===== src/hw/rtl/hoc_pkg.sv =====
package hoc_pkg;

  // Table geometry
  localparam int unsigned CAPACITY   = 1024;
  localparam int unsigned COUNT_BITS = 16;
  localparam int unsigned KEY_W      = 64;
  localparam int unsigned IDX_W      = $clog2(CAPACITY);
  localparam int unsigned LIVE_W     = $clog2(CAPACITY + 1);
  localparam bit          CAP_POW2   = ((CAPACITY & (CAPACITY - 1)) == 0);

  // Home slot by reciprocal multiplication: floor(2^33 / CAPACITY) and 2^32 mod CAPACITY
  localparam longint unsigned RECIP_M  = 64'h2_0000_0000 / CAPACITY;
  localparam longint unsigned WORD_MOD = 64'h1_0000_0000 % CAPACITY;

  // Result field widths
  localparam int unsigned COUNT_OUT_W   = 16;
  localparam int unsigned ENTRIES_OUT_W = 11;
  localparam int unsigned STATUS_W      = 2;

  typedef logic [IDX_W-1:0]         idx_t;
  typedef logic [COUNT_BITS-1:0]    cnt_t;
  typedef logic [KEY_W-1:0]         key_t;
  typedef logic [LIVE_W-1:0]        live_t;
  typedef logic [COUNT_OUT_W-1:0]   count_out_t;
  typedef logic [ENTRIES_OUT_W-1:0] entries_out_t;

  typedef enum logic [1:0] {
    ST_EMPTY = 2'd0,
    ST_LIVE  = 2'd1,
    ST_TOMB  = 2'd2
  } slot_st_e;

  typedef enum logic [STATUS_W-1:0] {
    RES_OK        = 2'd0,
    RES_NOT_FOUND = 2'd1,
    RES_FULL      = 2'd2
  } res_st_e;

  typedef enum logic {
    MODE_INC = 1'b0,
    MODE_DEC = 1'b1
  } mode_e;

  typedef struct packed {
    key_t key;
    cnt_t count;
  } slot_entry_t;

  typedef struct packed {
    logic        en;
    idx_t        addr;
    slot_entry_t data;
  } slot_wr_t;

  typedef struct packed {
    logic     en;
    idx_t     addr;
    slot_st_e st;
  } stat_wr_t;

endpackage


===== src/hw/rtl/hoc_status_mem.sv =====
module hoc_status_mem (
  input  logic              clk_i,
  input  logic              rst_ni,
  input  hoc_pkg::stat_wr_t wr_i,
  input  hoc_pkg::idx_t     rd_addr_i,
  output hoc_pkg::slot_st_e rd_st_o,
  output logic              clear_done_o
);

  hoc_pkg::slot_st_e mem_q [hoc_pkg::CAPACITY];
  hoc_pkg::slot_st_e rd_st_q;
  logic              clearing_q;
  hoc_pkg::idx_t     clr_q;
  logic              we;
  hoc_pkg::idx_t     waddr;
  hoc_pkg::slot_st_e wdata;

  // Sweep every slot to empty after reset, one per cycle
  always_ff @(posedge clk_i or negedge rst_ni) begin
    if (!rst_ni) begin
      clearing_q <= 1'b1;
      clr_q      <= '0;
    end else if (clearing_q) begin
      clr_q <= clr_q + hoc_pkg::idx_t'(1);
      if (clr_q == hoc_pkg::idx_t'(hoc_pkg::CAPACITY - 1)) begin
        clearing_q <= 1'b0;
      end
    end
  end

  assign we    = clearing_q || wr_i.en;
  assign waddr = clearing_q ? clr_q : wr_i.addr;
  assign wdata = clearing_q ? hoc_pkg::ST_EMPTY : wr_i.st;

  always_ff @(posedge clk_i) begin
    if (we) begin
      mem_q[waddr] <= wdata;
    end
    rd_st_q <= mem_q[rd_addr_i];
  end

  assign rd_st_o      = rd_st_q;
  assign clear_done_o = !clearing_q;

endmodule


===== config.mk =====
export PLATFORM = sky130hd
export DESIGN_NAME = hoc_status_mem
export DESIGN_NICKNAME = d
export VERILOG_FILES = /design/src/hw/rtl/hoc_pkg.sv /design/src/hw/rtl/hoc_status_mem.sv
export SDC_FILE = /design/constraint.sdc
export NUM_CORES = 2
export LEC_CHECK = 0
export BUFFER_PORTS_ARGS = -buffer_cell sky130_fd_sc_hd__buf_2
export CORE_UTILIZATION = 55
export CTS_CLUSTER_DIAMETER = 80
export DETAILED_ROUTE_END_ITERATION = 12
export GPL_ROUTABILITY_DRIVEN = 0
export PLACE_DENSITY_LB_ADDON = 0.1
export SYNTH_ARGS = -nofsm -noshare
export SYNTH_HDL_FRONTEND = slang
export SYNTH_SLANG_ARGS = --single-unit

===== constraint.sdc =====
create_clock -name clk_i -period 75.7 [get_ports clk_i]
set_clock_uncertainty 0.1 [all_clocks]
set_input_delay 7.57 -clock clk_i [delete_from_list [all_inputs] [get_ports clk_i]]
set_output_delay 7.57 -clock clk_i [all_outputs]
set_load 0.1 [all_outputs]

==> qor.csv <==
metric;value;unit
status;finished, final reports clean;
Num CTS Buffers;207;
P_sw;0.000518;W
clock-pin slew on the worst setup and hold paths;60;ps
Die Ht;394;microns
CP Data Required Time;76340;ps
post-synthesis async set-or-reset flop share;0.534;%
Setup-failing EPs final;0;
complex-gate fraction of the synthesized area;3.45;%
initial drt markers;6000;
slew of the pin with the lowest slew margin;1310;ps
DRT antenna net count;0;
Max H-tree Level;4;
Die Wd;394;microns
crit path DAT;13230;ps
Setup Fix Bufs, Post-CTS;0;
Post-Synth Simple-Gate Area;6.31;%
largest net degree at the start of global routing;226;
root buffer cell;clkbuf_16;
DRT Pass-1 Iters;6;
hold depth;1;
Post-synth top flop;edfxtp_1;
Post-Route Setup TNS;0;ps
TritonCTS clock tree;done;
Mapped Nets;4919;
worst min path class;reg2reg;
hold-fix buffers at CTS;0;
fin nets;4873;
crit-path cells;buf_8 > buf_4 > buf_4 > buf_4 > buf_4 > mux2i_1 > o221ai_1 > o22ai_1 > nor3_1 > nor3_1 > nor3_1 > a32oi_1 > o2111ai_1;
Static Leakage;28.4;nW
wire length per cell;32.9;microns
Top Ports;28;
sequential share of the synthesized area;73.2;%
Setup crit end kind;flop;
DP HPWL;123;mm
Via-to-Cell Ratio;6.57;
critical path's largest stage delay;860;ps
# clock sinks;2061;
hold slack;418;ps
Rows;143;
worst vdd ir;0.0207;mV
post-synth top area share;72.8;%
largest family of logic cells by synthesized area;multiplexers;
antenna violations before repair;12;
Yosys cell types;70;
first-pass GRT wire length;331;mm
RSZ-0062 raised after global routing;false;
cell mode on critical path;buf_4;
largest fanout on the critical path;75;
area growth from synthesis to layout;9.72;%
adder-cell share of the synthesized area;0.0148;%
Crit path max-delay family;buffers and inverters;
Yosys warnings;0;
fraction of the cycle the final worst path needs;16.6;%
number of global-route vias before repair;46500;
layout cells sized above 1;18.4;%
clk_lat worst skew;830;ps
internal power;0.00185;W
synthesized flop and latch total;2061;
clock period minus worst slack;12590;ps
switching share of power;21.9;%
Die Footprint;0.155;sq mm
R2R depth;6;
max cap viols;0;
total grt overflow;0;
Crit path depth;13;
Peak Freq;0.0794;GHz
Post-Synthesis Cells;4893;
drt drc;0;
via count;46400;
WS Path Type;in2reg;
synth top area cells;edfxtp_1 73%, mux4_2 11%, nor2_1 4.7%;
Initial Utilization;55.5;%
Combinational Power Share;4.9;%
core area;0.152;sq mm
relative max-transition margin;11.4;%
dominant cell type by area after synthesis;edfxtp_1;
Post-CTS Resized;0;
number of port buffers;27;
Synth Area in XOR/XNOR;0.0933;%
syn_area_per_cell;17.3;sq um
pwr dens;25.5;mW/mm^2
Post-synth EDFFs;2048;
final hold vios;0;
clock network power share;41.9;%
Max Slew Vio Count;0;
drt total wl;232;mm
post-synthesis mux area share;14.3;%
CP startpoint kind;input port;
Post-Syn Area;0.0845;sq mm
Worst path slowest cell;buf_4;
Max clock buf depth;3;
Overall Global Routing Usage;30.1;%
WP buf/inv;5;
sequential share of power;53.1;%
path summary, 6_finish.rpt:
check,end,slack (ps),from
max,rd_st_o[0],63110,rd_addr_i[0]
min,clr_q[9],420,clr_q[9]
max reg2reg,mem_q[208][1],70550,clearing_q
min reg2reg,clr_q[9],420,clr_q[9]
max in group asynchronous,clearing_q,68740,rst_ni
min in group asynchronous,clr_q[9],6500,rst_ni
power groups by stage:
stage	combinational (W)	sequential [W]	clock, W
detailed placement	0.000116	0.00128	0
global placement	0.000115	0.00128	0
global route	0.000122	0.00126	0.00104
floorplan	0.0000739	0.00131	0
CTS	0.000116	0.00126	0.00100
finish	0.000117	0.00126	0.000991
kinds of logic after synthesis:
family	count (synthesis)
xor gates and xnor gates	9
buffers and inverters	412
and+or+nand+nor	1327
adders and majority gates	1
DFF	2061
AOI/OAI and AO/OA	416
muxes	667
worst reg2reg max path: cells and delay by family, from the launching register on:
family / cells / cell delay (ps)
and+or+nand+nor: 1 / 200
DFF: 1 / 570
buffers and inverters: 5 / 3910
flip-flops by register name, summed over array words and instances (netlist names):
signal,cells
clearing_q,1
clr_q,10
mem_q,2048
rd_st_o,2
placed cells by master (no fill, tap or decap), types with 8 or more instances in the layout:
master / instances
edfxtp_1: 2048
nor2_1: 1059
mux4_2: 419
mux2i_1: 227
clkbuf_16: 208
buf_4: 116
o221ai_1: 92
a21oi_1: 81
nand2_1: 77
nor3_1: 60
o22ai_1: 55
clkinv_1: 50
clkinv_2: 49
o21ai_0: 49
a22oi_1: 44
clkbuf_1: 41
nand3_1: 22
buf_2: 22
a22o_1: 14
nand2_2: 14
bufinv_16: 14
a221oi_1: 13
a31oi_1: 12
mux2_2: 11
inv_1: 11
a211oi_1: 10
mux4_1: 10
dfrtp_1: 10
o211ai_1: 9
nor2b_1: 8
or2_2: 8
nand2_4: 8
or3_1: 8
or3_2: 8
through the flow:
| step | cell area (sq um) | util [%] | cells | power [W] | setup slack, ps |
|---|---|---|---|---|---|
| after CTS | 92700 | 60.9 | 7049 | 0.00237 | 63000 |
| final | 92700 | 60.9 | 7053 | 0.00236 | 63110 |
| after floorplan | 84500 | - | 4893 | 0.00138 | 38520 |
| after global placement | 86100 | 56.6 | 6668 | 0.00140 | 62220 |
| after detailed placement | 86100 | 56.6 | 6668 | 0.00140 | 62110 |
| after global routing | 92700 | 60.9 | 7049 | 0.00242 | 62520 |
cell type report:
cell class,count,area (sq um)
Fill cell,11100,59600
Sequential cell,2061,61800
Antenna cell,4,10.0
Timing Repair Buffer,143,1070
Tap cell,2030,2540
Clock buffer,249,5360
Multi-Input combinational cell,2420,20700
Inverter,14,57.6
Clock inverter,132,1170
cell usage after synthesis (8+ instances only):
cell,number
buf_8,13
nor2b_1,12
a221oi_1,13
o21ai_0,49
dfrtp_1,10
a211oi_1,11
a31oi_1,12
a21oi_1,81
o22ai_1,56
nand2_1,99
nand2b_1,11
nor2_1,1060
buf_1,35
or3_1,16
buf_4,16
a22oi_1,44
nor3_1,60
clkbuf_1,232
buf_2,51
o211ai_1,9
or2_2,8
mux2i_1,227
buf_6,40
mux4_1,10
o221ai_1,92
mux2_2,11
a22o_1,14
nand3_1,22
mux4_2,419
edfxtp_1,2048
inv_1,13
routing by layer:
layer / up-vias / wire length (microns) / track usage [%]
met5: - / 31 / 0
met4: 4 / 7800 / 9.41
met3: 406 / 23200 / 5.47
met2: 2328 / 110000 / 46.9
met1: 24500 / 91300 / 43.6
li1: 19200 / - / -
(Power assumes the default switching activity.)
