File: config.mk
export PLATFORM = sky130hd
export DESIGN_NAME = hoc_home_index
export DESIGN_NICKNAME = d
export VERILOG_FILES = /design/src/hw/rtl/hoc_pkg.sv /design/src/hw/rtl/hoc_home_index.sv
export SDC_FILE = /design/constraint.sdc
export NUM_CORES = 1
export LEC_CHECK = 0
export ABC_AREA = 1
export BUFFER_PORTS_ARGS = -buffer_cell sky130_fd_sc_hd__buf_2
export CORE_MARGIN = 1.5
export CORE_UTILIZATION = 21
export CTS_BUF_LIST = sky130_fd_sc_hd__clkbuf_16
export DETAILED_ROUTE_END_ITERATION = 6
export PLACE_DENSITY_LB_ADDON = 0.3
export SLEW_MARGIN = 15
export SYNTH_ARGS = -nofsm -noshare
export SYNTH_HDL_FRONTEND = slang
export SYNTH_SLANG_ARGS = --single-unit
File: constraint.sdc
create_clock -name clk_i -period 0.8 [get_ports clk_i]
set_input_delay 0.16 -clock clk_i [delete_from_list [all_inputs] [get_ports clk_i]]
set_output_delay 0.16 -clock clk_i [all_outputs]
set_load 0.005 [all_outputs]
File: src/hw/rtl/hoc_pkg.sv
package hoc_pkg;

  // Table geometry
  localparam int unsigned CAPACITY   = 1024;
  localparam int unsigned COUNT_BITS = 16;
  localparam int unsigned KEY_W      = 64;
  localparam int unsigned IDX_W      = $clog2(CAPACITY);
  localparam int unsigned LIVE_W     = $clog2(CAPACITY + 1);
  localparam bit          CAP_POW2   = ((CAPACITY & (CAPACITY - 1)) == 0);

  // Home slot by reciprocal multiplication: floor(2^33 / CAPACITY) and 2^32 mod CAPACITY
  localparam longint unsigned RECIP_M  = 64'h2_0000_0000 / CAPACITY;
  localparam longint unsigned WORD_MOD = 64'h1_0000_0000 % CAPACITY;

  // Result field widths
  localparam int unsigned COUNT_OUT_W   = 16;
  localparam int unsigned ENTRIES_OUT_W = 11;
  localparam int unsigned STATUS_W      = 2;

  typedef logic [IDX_W-1:0]         idx_t;
  typedef logic [COUNT_BITS-1:0]    cnt_t;
  typedef logic [KEY_W-1:0]         key_t;
  typedef logic [LIVE_W-1:0]        live_t;
  typedef logic [COUNT_OUT_W-1:0]   count_out_t;
  typedef logic [ENTRIES_OUT_W-1:0] entries_out_t;

  typedef enum logic [1:0] {
    ST_EMPTY = 2'd0,
    ST_LIVE  = 2'd1,
    ST_TOMB  = 2'd2
  } slot_st_e;

  typedef enum logic [STATUS_W-1:0] {
    RES_OK        = 2'd0,
    RES_NOT_FOUND = 2'd1,
    RES_FULL      = 2'd2
  } res_st_e;

  typedef enum logic {
    MODE_INC = 1'b0,
    MODE_DEC = 1'b1
  } mode_e;

  typedef struct packed {
    key_t key;
    cnt_t count;
  } slot_entry_t;

  typedef struct packed {
    logic        en;
    idx_t        addr;
    slot_entry_t data;
  } slot_wr_t;

  typedef struct packed {
    logic     en;
    idx_t     addr;
    slot_st_e st;
  } stat_wr_t;

endpackage

File: src/hw/rtl/hoc_home_index.sv
module hoc_home_index (
  input  logic          clk_i,
  input  logic          rst_ni,
  input  logic          start_i,
  input  hoc_pkg::key_t key_i,
  output logic          done_o,
  output hoc_pkg::idx_t idx_o
);

  typedef enum logic [4:0] {
    PH_Q_HI = 5'b00001,
    PH_R_HI = 5'b00010,
    PH_FOLD = 5'b00100,
    PH_Q_LO = 5'b01000,
    PH_R_LO = 5'b10000
  } phase_e;

  if (hoc_pkg::CAP_POW2) begin : g_mask
    logic          done_q;
    hoc_pkg::idx_t idx_q;

    always_ff @(posedge clk_i or negedge rst_ni) begin
      if (!rst_ni) begin
        done_q <= 1'b0;
      end else begin
        done_q <= start_i;
      end
    end

    // Power-of-two capacity: the low key bits are the remainder
    always_ff @(posedge clk_i) begin
      if (start_i) begin
        idx_q <= key_i[hoc_pkg::IDX_W-1:0];
      end
    end

    assign done_o = done_q;
    assign idx_o  = idx_q;
  end else begin : g_recip
    phase_e        ph_q;
    logic          busy_q;
    logic          done_q;
    logic [32:0]   x_q;
    logic [31:0]   lo_q;
    logic [31:0]   q_q;
    hoc_pkg::idx_t rem_q;
    logic [64:0]   prod;
    logic [48:0]   qc;
    logic [32:0]   diff;
    logic [32:0]   rem;
    logic [32:0]   fold;

    // Remainder of a 33-bit operand by reciprocal multiplication. The quotient
    // estimate is low by at most one, so one compare and subtract finishes it.
    // Reduce the upper key word, fold it in as (hi mod C) * (2^32 mod C) + lo,
    // then reduce once more.
    assign prod = {32'b0, x_q} * {33'b0, 32'(hoc_pkg::RECIP_M)};
    assign qc   = {17'b0, q_q} * 49'(hoc_pkg::CAPACITY);
    assign diff = x_q - qc[32:0];
    assign rem  = (diff >= 33'(hoc_pkg::CAPACITY)) ? diff - 33'(hoc_pkg::CAPACITY) : diff;
    assign fold = 33'(x_q[hoc_pkg::IDX_W-1:0]) * 33'(hoc_pkg::WORD_MOD) + {1'b0, lo_q};

    always_ff @(posedge clk_i or negedge rst_ni) begin
      if (!rst_ni) begin
        busy_q <= 1'b0;
        done_q <= 1'b0;
        ph_q   <= PH_Q_HI;
      end else begin
        done_q <= 1'b0;
        if (start_i) begin
          busy_q <= 1'b1;
          ph_q   <= PH_Q_HI;
        end else if (busy_q) begin
          case (ph_q)
            PH_Q_HI: ph_q <= PH_R_HI;
            PH_R_HI: ph_q <= PH_FOLD;
            PH_FOLD: ph_q <= PH_Q_LO;
            PH_Q_LO: ph_q <= PH_R_LO;
            PH_R_LO: begin
              busy_q <= 1'b0;
              done_q <= 1'b1;
            end
            default: begin
              busy_q <= 1'b0;
            end
          endcase
        end
      end
    end

    always_ff @(posedge clk_i) begin
      if (start_i) begin
        x_q  <= {1'b0, key_i[hoc_pkg::KEY_W-1:32]};
        lo_q <= key_i[31:0];
      end else if (busy_q) begin
        case (ph_q)
          PH_Q_HI, PH_Q_LO: q_q <= prod[64:33];
          PH_R_HI: x_q <= rem;
          PH_FOLD: x_q <= fold;
          PH_R_LO: rem_q <= rem[hoc_pkg::IDX_W-1:0];
          default: begin
          end
        endcase
      end
    end

    assign done_o = done_q;
    assign idx_o  = rem_q;
  end

endmodule

==> results of run 1 <==
-- Yosys cell counts --
cell	number
edfxtp_1	10
dfrtp_1	1
-- what timing repair did --
item / CTS / global route
hold buffers: 1 / 0
hold endpoints to repair: 1 / 0
setup endpoints to repair: 11 / 11
-- worst min path at each step --
stage,end,cells past startpoint,startpoint,slack (ns)
6_report,idx_o[9]$_DFFE_PP_,1,key_i[9],0.10
4_1_cts,idx_o[6]$_DFFE_PP_,1,key_i[6],0.1
5_1_grt,idx_o[1]$_DFFE_PP_,1,key_i[1],0.09
2_1_floorplan,done_o$_DFF_PN0_,0,rst_ni,-0.14
3_5_place_dp,done_o$_DFF_PN0_,1,rst_ni,-0.06
3_3_place_gp,done_o$_DFF_PN0_,1,rst_ni,-0.07
-- per-stage QoR --
stage | setup WS [ns] | hold slack [ns] | std cells | utilization [%] | power [mW]
4_1_cts | -0.08635 | 0.09707 | 55 | 37.33 | 1.685
3_5_place_dp | 0.07979 | -0.05991 | 50 | 31.29 | 0.7820
6_report | -0.07592 | 0.1010 | 55 | 37.33 | 1.645
3_3_place_gp | 0.1050 | -0.06522 | 50 | 31.29 | 0.7798
5_1_grt | -0.1046 | 0.09192 | 55 | 37.33 | 1.721
2_1_floorplan | 0.2847 | -0.1356 | 11 | - | 0.7057
-- routing by layer --
metal  global-route usage [%]  part of all wire, %
met1                    4.444                   32
met2                    12.92                   48
met3                    8.190                   18
met4                    5.625                  1.4
met5                        0                    0
-- power by group through the flow --
stage | combinational, mW | sequential (mW) | clock [mW]
floorplan | 0 | 0.706 | 0
global placement | 0.0835 | 0.696 | 0
detailed placement | 0.0857 | 0.696 | 0
CTS | 0.0895 | 0.687 | 0.909
global route | 0.0946 | 0.689 | 0.938
finish | 0.0861 | 0.687 | 0.872
-- cell families (layout without fill, tap and decap cells) --
logic type / Yosys count / in the layout / synth area share [%]
buffers and inverters: 0 / 28 / 0
DFF: 11 / 11 / 100.0
-- flip-flops by register name, summed over array words and instances, names as in the netlist --
register,count
idx_o,10
done_o,1
-- cell type report --
class | count | area [um^2]
clock buffer | 3 | 75.07
clock inverter | 1 | 3.754
fill | 147 | 922.1
sequential | 11 | 325.3
tap | 16 | 20.02
timing repair buffer | 24 | 125.1
-- cell usage in the layout, fill, tap and decap left out, drive strengths merged --
cell / n
dlygate4sd3: 1
inv: 1
buf: 23
clkbuf: 3
dfrtp: 1
edfxtp: 10
==> results.md, run 1 <==
- Total CTS buffers: 3
- RSZ-0062 raised after global routing: true
- Reg power frac: between 40% and 50%
- Sw frac: 15.99%
- Ys Warns: 0
- Seq/Total Area, Yosys: 100.0%
- H-tree depth: 1
- Routed Antenna Nets: 0
- Proportion of power drawn by combinational gates: 5.2%
- Seq cells post-synth: 11
- Worst vdd ir: 1.398 mV
- Worst path depth: 1
- Critical Path Start: idx_o[6]$_DFFE_PP_
- Slew margin rel.: 84.95%
- Yosys cell types: 2
- Clock slew at reported path FFs: 0.04 ns
- Vias in the first global route: 230
- Final setup margin: -0.07592 ns
- Clock sinks: 11
- Post-synth top area share: 92.31%
- Max-Cap Viols: 0
- Fin crit share: 109.5%
- Outcome: complete, but fails checks
- Final WL: between 500 and 600 um
- Worst Setup EP: idx_o[6]
- DRC viols: 0
- Worst path slowest cell: edfxtp_1
- Detailed Route Iter0 Violations: 0
- I/O Buffers: 23
- Largest net degree at the start of global routing: 12
- Antenna Cells: 0
- First-pass GRT wire length: roughly 900 um
- HP Class: in -> reg
- Leakage power: 0.2465 nW
- Die area: between 1500 and 2000 um^2
- Root Buffer: clkbuf_16
- Via Count: 215
- Min cycle time layout: 0.8759 ns
- Core area: about 1500 um^2
- Clock Power Share: 53.0%
- P per Cell Area: 2995 nW/um^2
- Layout cells sized above 1: 66.67%
- Initial Util: 22.11%
- Worst path bufs/invs: 1
- Synth Cell Area: 325.3 um^2
- Hold Fails Final Rpt: 0
- Top cells by area, synth: edfxtp_1, dfrtp_1
- GPL Wtd Cong: 0.6791
- # rows: 14
- WP data required: between 0.6 and 0.7 ns
- Cell family with most CP delay: flip-flops
- Syn Inst Count: 11
- Crit path capture type: primary output
- # Post-CTS Setup Buffers: 0
- Design Area, Final: 549.3 um^2
- P_int: 1.382 mW
- Multi-input gates: 0
- Max Fclk: between 1 and 1.5 GHz
- CTS tree: built
- CP Cell Sequence: buf_2
- Final #Nets: 107
- Slowest cell delay on critical path: 0.35 ns
- Mean Syn Cell Area: around 30 um^2
- Multi-input logic area: 0 um^2
- Post-DP Area: 460.4 um^2
- Routed len/inst: 10.11 um
- Path type of the worst setup path: reg -> out
- CP Max Fanout: 1
- Area growth, synth to finish: 68.85%
- Startpoint types: register
- Worst EP arrival: about 0.72 ns
- Total global-route track usage: 7.769%
- # IOs: 78
- Failing checks: negative setup slack
- Setup TNS: -0.7272 ns
- Die W: 42.36 um
- P_sw: ~260 uW
- Finish-stage setup viols: 11
- Drt first pass iters: 1
- Maximum root-to-sink buffer count: 2
- Die Y: 42.36 um
- Dominant cell type by area after synthesis: edfxtp_1
- Grt total ovfl: 0
- Final max-slew violation count: 0
- Vias per cell: 3.909
- Post-CTS Resized: 0
- Initial antenna violation count: 0
- Post-synth net total: a little under 80
- Slew @ Worst Pin: ~0.23 ns
(Power assumes the default switching activity.)
==> run 2, diff against run 1 <==
==> constraint.sdc (replaced) <==
create_clock -name clk_i -period 0.8 [get_ports clk_i]
set_input_delay 0.16 -clock clk_i [delete_from_list [all_inputs] [get_ports clk_i]]
set_output_delay 0.16 -clock clk_i [all_outputs]
set_load 0.02 [all_outputs]
==> run 2 against run 1 <==
Effect of this change: worst hold slack is essentially flat; largest cell class unchanged; non-clock buffer count stayed put; critical path type unchanged; critical endpoint unchanged; via count decreased by 1.9%; largest power group unchanged; the run still ends with negative setup slack left; highest routed layer is now met3; fmax down 3.8%.
==> results.md, run 2 (same netlist as run 1, synthesis figures left out) <==
- Path type of the worst setup path: reg -> out
- Startpoint types: register
- P per Cell Area: between 2000 and 3000 nW/um^2
- WP data required: between 0.6 and 0.7 ns
- Antenna Cells: 0
- Vias in the first global route: 230
- Setup TNS: -1.112 ns
- Total CTS buffers: 3
- P_int: between 1 and 1.5 mW
- Initial Util: 22.11%
- GPL Wtd Cong: around 0.68
- Core area: 1471 um^2
- Clock slew at reported path FFs: 0.04 ns
- Power Total: 1.724 mW
- # rows: 14
- Area growth, synth to finish: 78.46%
- Root Buffer: clkbuf_16
- Fill count: 147
- Final cell count without fillers: 55
- Commonest non-fill, non-tap cells in the layout: buf_2, edfxtp_1, buf_6, clkbuf_16
- Finish-stage setup viols: 11
- Grt total ovfl: 0
- Largest net degree at the start of global routing: 12
- Commonest non-fill, non-tap cell in the layout: buf_2
- Proportion of power drawn by combinational gates: 9.1%
- Vias per cell: 3.836
- H-tree depth: 1
- Min cycle time layout: about 0.91 ns
- Worst path slowest cell: edfxtp_1
- Total global-route track usage: 7.769%
- Maximum root-to-sink buffer count: 2
- Sw frac: 18.51%
- I/O Buffers: 23
- Final max-slew violation count: 0
- Slowest cell delay on critical path: about 0.37 ns
- Final core utilization: 39.46%
- Crit path capture type: primary output
- Final WL: around 570 um
- Via Count: roughly 210
- Multi-input logic area: 0 um^2
- Max Fclk: 1.098 GHz
- Routed Antenna Nets: 0
- Die area: between 1500 and 2000 um^2
- Worst vdd ir: between 1 and 1.5 mV
- # IOs: 78
- Multi-input gates: 0
- Initial antenna violation count: 0
- Routed len/inst: 10.33 um
- Layout cells sized above 1: 66.67%
- DRC viols: 0
- CP Cell Sequence: buf_6
- Cell family with most CP delay: flip-flops
- Clock Power Share: around half
- Die Y: approximately 42 um
- Max-Cap Viols: 0
- RSZ-0062 raised after global routing: true
- Final setup margin: -0.1106 ns
- Final #Nets: approximately 110
- Reg power frac: between 40% and 50%
- Die W: 42.36 um
- Clock sinks: 11
- Slew margin rel.: 84.95%
- Register area: 325.3 um^2
- Fin crit share: 113.8%
- First-pass GRT wire length: roughly 910 um
- Placed insts: 50
- P_sw: 319.3 uW
- Drt first pass iters: 1
- CP Max Fanout: 1
- Hold Fails Final Rpt: 0
- Failing checks: negative setup slack
- Slew @ Worst Pin: 0.2257 ns
- Worst path bufs/invs: 1
- Detailed Route Iter0 Violations: 0
- Leakage power: roughly 0.26 nW
- CTS tree: built
- Worst EP arrival: 0.75 ns
- Outcome: complete, but fails checks
- Largest register FFs: 10
- HP Class: in -> reg
==> run 2: cell counts in the layout (fill, tap and decap cells not counted) <==
No cell type changed its count.
==> run 2: power groups by stage <==
stage	Sequential (mW)	Combinational [mW]	Clock, mW
finish	0.692	0.157	0.876
global placement	0.696	0.133	0
global route	0.694	0.166	0.938
detailed placement	0.696	0.136	0
floorplan	0.758	0	0
CTS	0.688	0.142	0.909
==> run 2: layout make-up <==
cell class,count,area share (%)
flip-flops and latches,11,56.03
repair buffers,24,26.94
clock buffers,3,12.93
well taps,16,3.448
clock inverters,1,0.6466
==> run 2: stage by stage <==
stage / instance area (um^2) / hold WS (ns) / worst slack, ns
floorplan: 325.3 / -0.1356 / 0.1905
global placement: 460.4 / -0.06522 / 0.1050
detailed placement: 460.4 / -0.05991 / 0.07979
CTS: 555.5 / 0.09707 / -0.1177
global route: 580.6 / 0.09192 / -0.1352
finish: 580.6 / 0.1015 / -0.1106
==> run 2: routing by layer <==
layer  global-route usage, %  routed length (um)  up-vias
met5                       0                   0        -
met2                   12.92                 280       21
met4                   5.625                   0        0
li1                        -                   -       99
met3                   8.190                  99        0
met1                   4.444                 187       91
==> run 2: what timing repair did <==
| item | CTS | global route |
|---|---|---|
| gates resized for setup | 2 | 8 |
| endpoints found under the setup margin | 11 | 11 |
| setup buffers | 0 | 0 |
| hold endpoints to repair | 1 | 0 |
| hold buffers | 1 | 0 |
==> run 2: worst paths after layout <==
kind | from | to | slack [ns] | depth (start not counted)
worst max-delay path | idx_o[6]$_DFFE_PP_ | idx_o[6] | -0.11 | 1
worst min-delay path | key_i[4] | idx_o[4]$_DFFE_PP_ | 0.10 | 1
max in group asynchronous | rst_ni | done_o$_DFF_PN0_ | 0.49 | 2
min in group asynchronous | rst_ni | done_o$_DFF_PN0_ | 0.23 | 2
==> run 3, diff against run 2 <==
CORE_UTILIZATION = 22   (was 21)
CTS_BUF_LIST = sky130_fd_sc_hd__clkbuf_4 sky130_fd_sc_hd__clkbuf_8   (was sky130_fd_sc_hd__clkbuf_16)
==> run 3 against run 2 <==
Effect of this change: the run still ends with negative setup slack left; largest power group is now registers; design area down 8.6%; combinational power hardly changed; critical path type unchanged; worst hold slack worse by 0.033 ns; sequential cell count unchanged; clock power decreased by 54%; sequential power fell by 0.6%; utilization up 0.32 points; setup slack lost 0.040 ns.
==> results.md, run 3 (same netlist as run 1, synthesis figures left out) <==
- Outcome: complete, but fails checks
- Failing checks: negative setup slack
- Area growth, synth to finish: 63.08%
- Antenna Cells: 0
- P per Cell Area: 2352 nW/um^2
- Core area: 1334 um^2
- Worst vdd ir: 0.8061 mV
- WP data required: roughly 0.64 ns
- Clock slew at reported path FFs: 0.07 ns
- RSZ-0062 raised after global routing: true
- Max Fclk: 1.052 GHz
- GPL Wtd Cong: 0.6424
- Slowest cell delay on critical path: 0.38 ns
- Design Area, Final: 530.5 um^2
- Largest net degree at the start of global routing: 12
- Startpoint types: register
- Path type of the worst setup path: reg -> out
- Min cycle time layout: roughly 0.95 ns
- Routed len/inst: just over 10 um
- Die W: approximately 41 um
- H-tree depth: 1
- Total global-route track usage: 7.502%
- Pre-CTS WS: slightly below 0.08 ns
- Layout cells sized above 1: just under 70%
- Maximum root-to-sink buffer count: 2
- Via Count: 205
- DRC viols: 0
- Setup TNS: -1.518 ns
- Power Total: ~1.2 mW
- CP Max Fanout: 1
- Multi-input logic area: 0 um^2
- Vias in the first global route: 230
- HP Class: in -> reg
- Drt first pass iters: 1
- Final setup margin: -0.1501 ns
- I/O Buffers: 23
- Max-Cap Viols: 0
- P_int: 974.3 uW
- Hold Fails Final Rpt: 0
- Crit path capture type: primary output
- Worst path slowest cell: edfxtp_1
- Largest register FFs: 10
- Total CTS buffers: 3
- Slew margin rel.: a little over four fifths
- Clock Power Share: about a third
- Cell family with most CP delay: flip-flops
- Post-DP Area: approximately 460 um^2
- Initial Util: 24.39%
- Fin crit share: 118.8%
- Sw frac: between 20% and 30%
- Detailed Route Iter0 Violations: 0
- Final cell count without fillers: between 50 and 60
- Final WL: 561 um
- P_sw: 273.2 uW
- Reg power frac: around 55%
- Grt total ovfl: 0
- Root Buffer: clkbuf_4
- # IOs: 78
- Routed Antenna Nets: 0
- # rows: 13
- Worst path bufs/invs: 1
- Die area: around 1700 um^2
- CTS tree: built
- Commonest non-fill, non-tap cell in the layout: buf_2
- Vias per cell: 3.796
- Leakage power: ~0.23 nW
- Proportion of power drawn by combinational gates: 12.6%
- Worst EP arrival: 0.79 ns
- Fill count: between 100 and 150
- Finish-stage setup viols: 11
- Multi-input gates: 0
- Clock sinks: 11
- Commonest non-fill, non-tap cells in the layout: buf_2, edfxtp_1, buf_6, clkbuf_4
- Final max-slew violation count: 0
- Die Y: 41.46 um
- Initial antenna violation count: 0
- First-pass GRT wire length: 903 um
- Placed insts: just under 50
- Final #Nets: 107
- CP Cell Sequence: buf_6
- Slew @ Worst Pin: 0.2336 ns
[run 3: cell type report]
class | count | area, um^2 | area share (%)
sequential | 11 | 325.3 | 61.32
tap | 15 | 18.77 | 3.538
timing repair buffer | 24 | 156.4 | 29.48
clock buffer | 4 | 30.03 | 5.660
[run 3: through the flow]
| step | hold slack, ns | utilization, % |
|---|---|---|
| 2_1_floorplan | -0.1356 | - |
| 3_3_place_gp | -0.06348 | 34.43 |
| 3_5_place_dp | -0.06156 | 34.43 |
| 4_1_cts | 0.05793 | 37.90 |
| 5_1_grt | 0.04707 | 39.77 |
| 6_report | 0.06805 | 39.77 |
[run 3: path summary, 6_finish.rpt]
kind	start	to	cells past startpoint
worst max-delay path	idx_o[1]$_DFFE_PP_	idx_o[1]	1
worst min-delay path	key_i[0]	idx_o[0]$_DFFE_PP_	1
max in group asynchronous	rst_ni	done_o$_DFF_PN0_	2
min in group asynchronous	rst_ni	done_o$_DFF_PN0_	2
[run 3: power groups by stage]
stage          Clock, mW  Combinational [mW]  Sequential [mW]
6_report           0.403               0.157            0.688
5_1_grt            0.454               0.166            0.690
4_1_cts            0.425               0.142            0.684
3_5_place_dp           0               0.136            0.696
3_3_place_gp           0               0.133            0.696
2_1_floorplan          0                   0            0.758
[run 3: timing repair]
item | in CTS | in global routing
setup endpoints to repair | 11 | 11
endpoints found under the hold margin | 1 | 0
setup buffers | 0 | 0
resized for setup | 2 | 8
hold buffers | 1 | 0
[run 3: layer usage]
metal	vias to the layer above	GRT usage [%]	wire length (um)
li1	99	-	-
met1	86	5.866	199
met2	18	11.56	278
met3	2	6.522	76
met4	0	5.806	8
met5	-	0	0
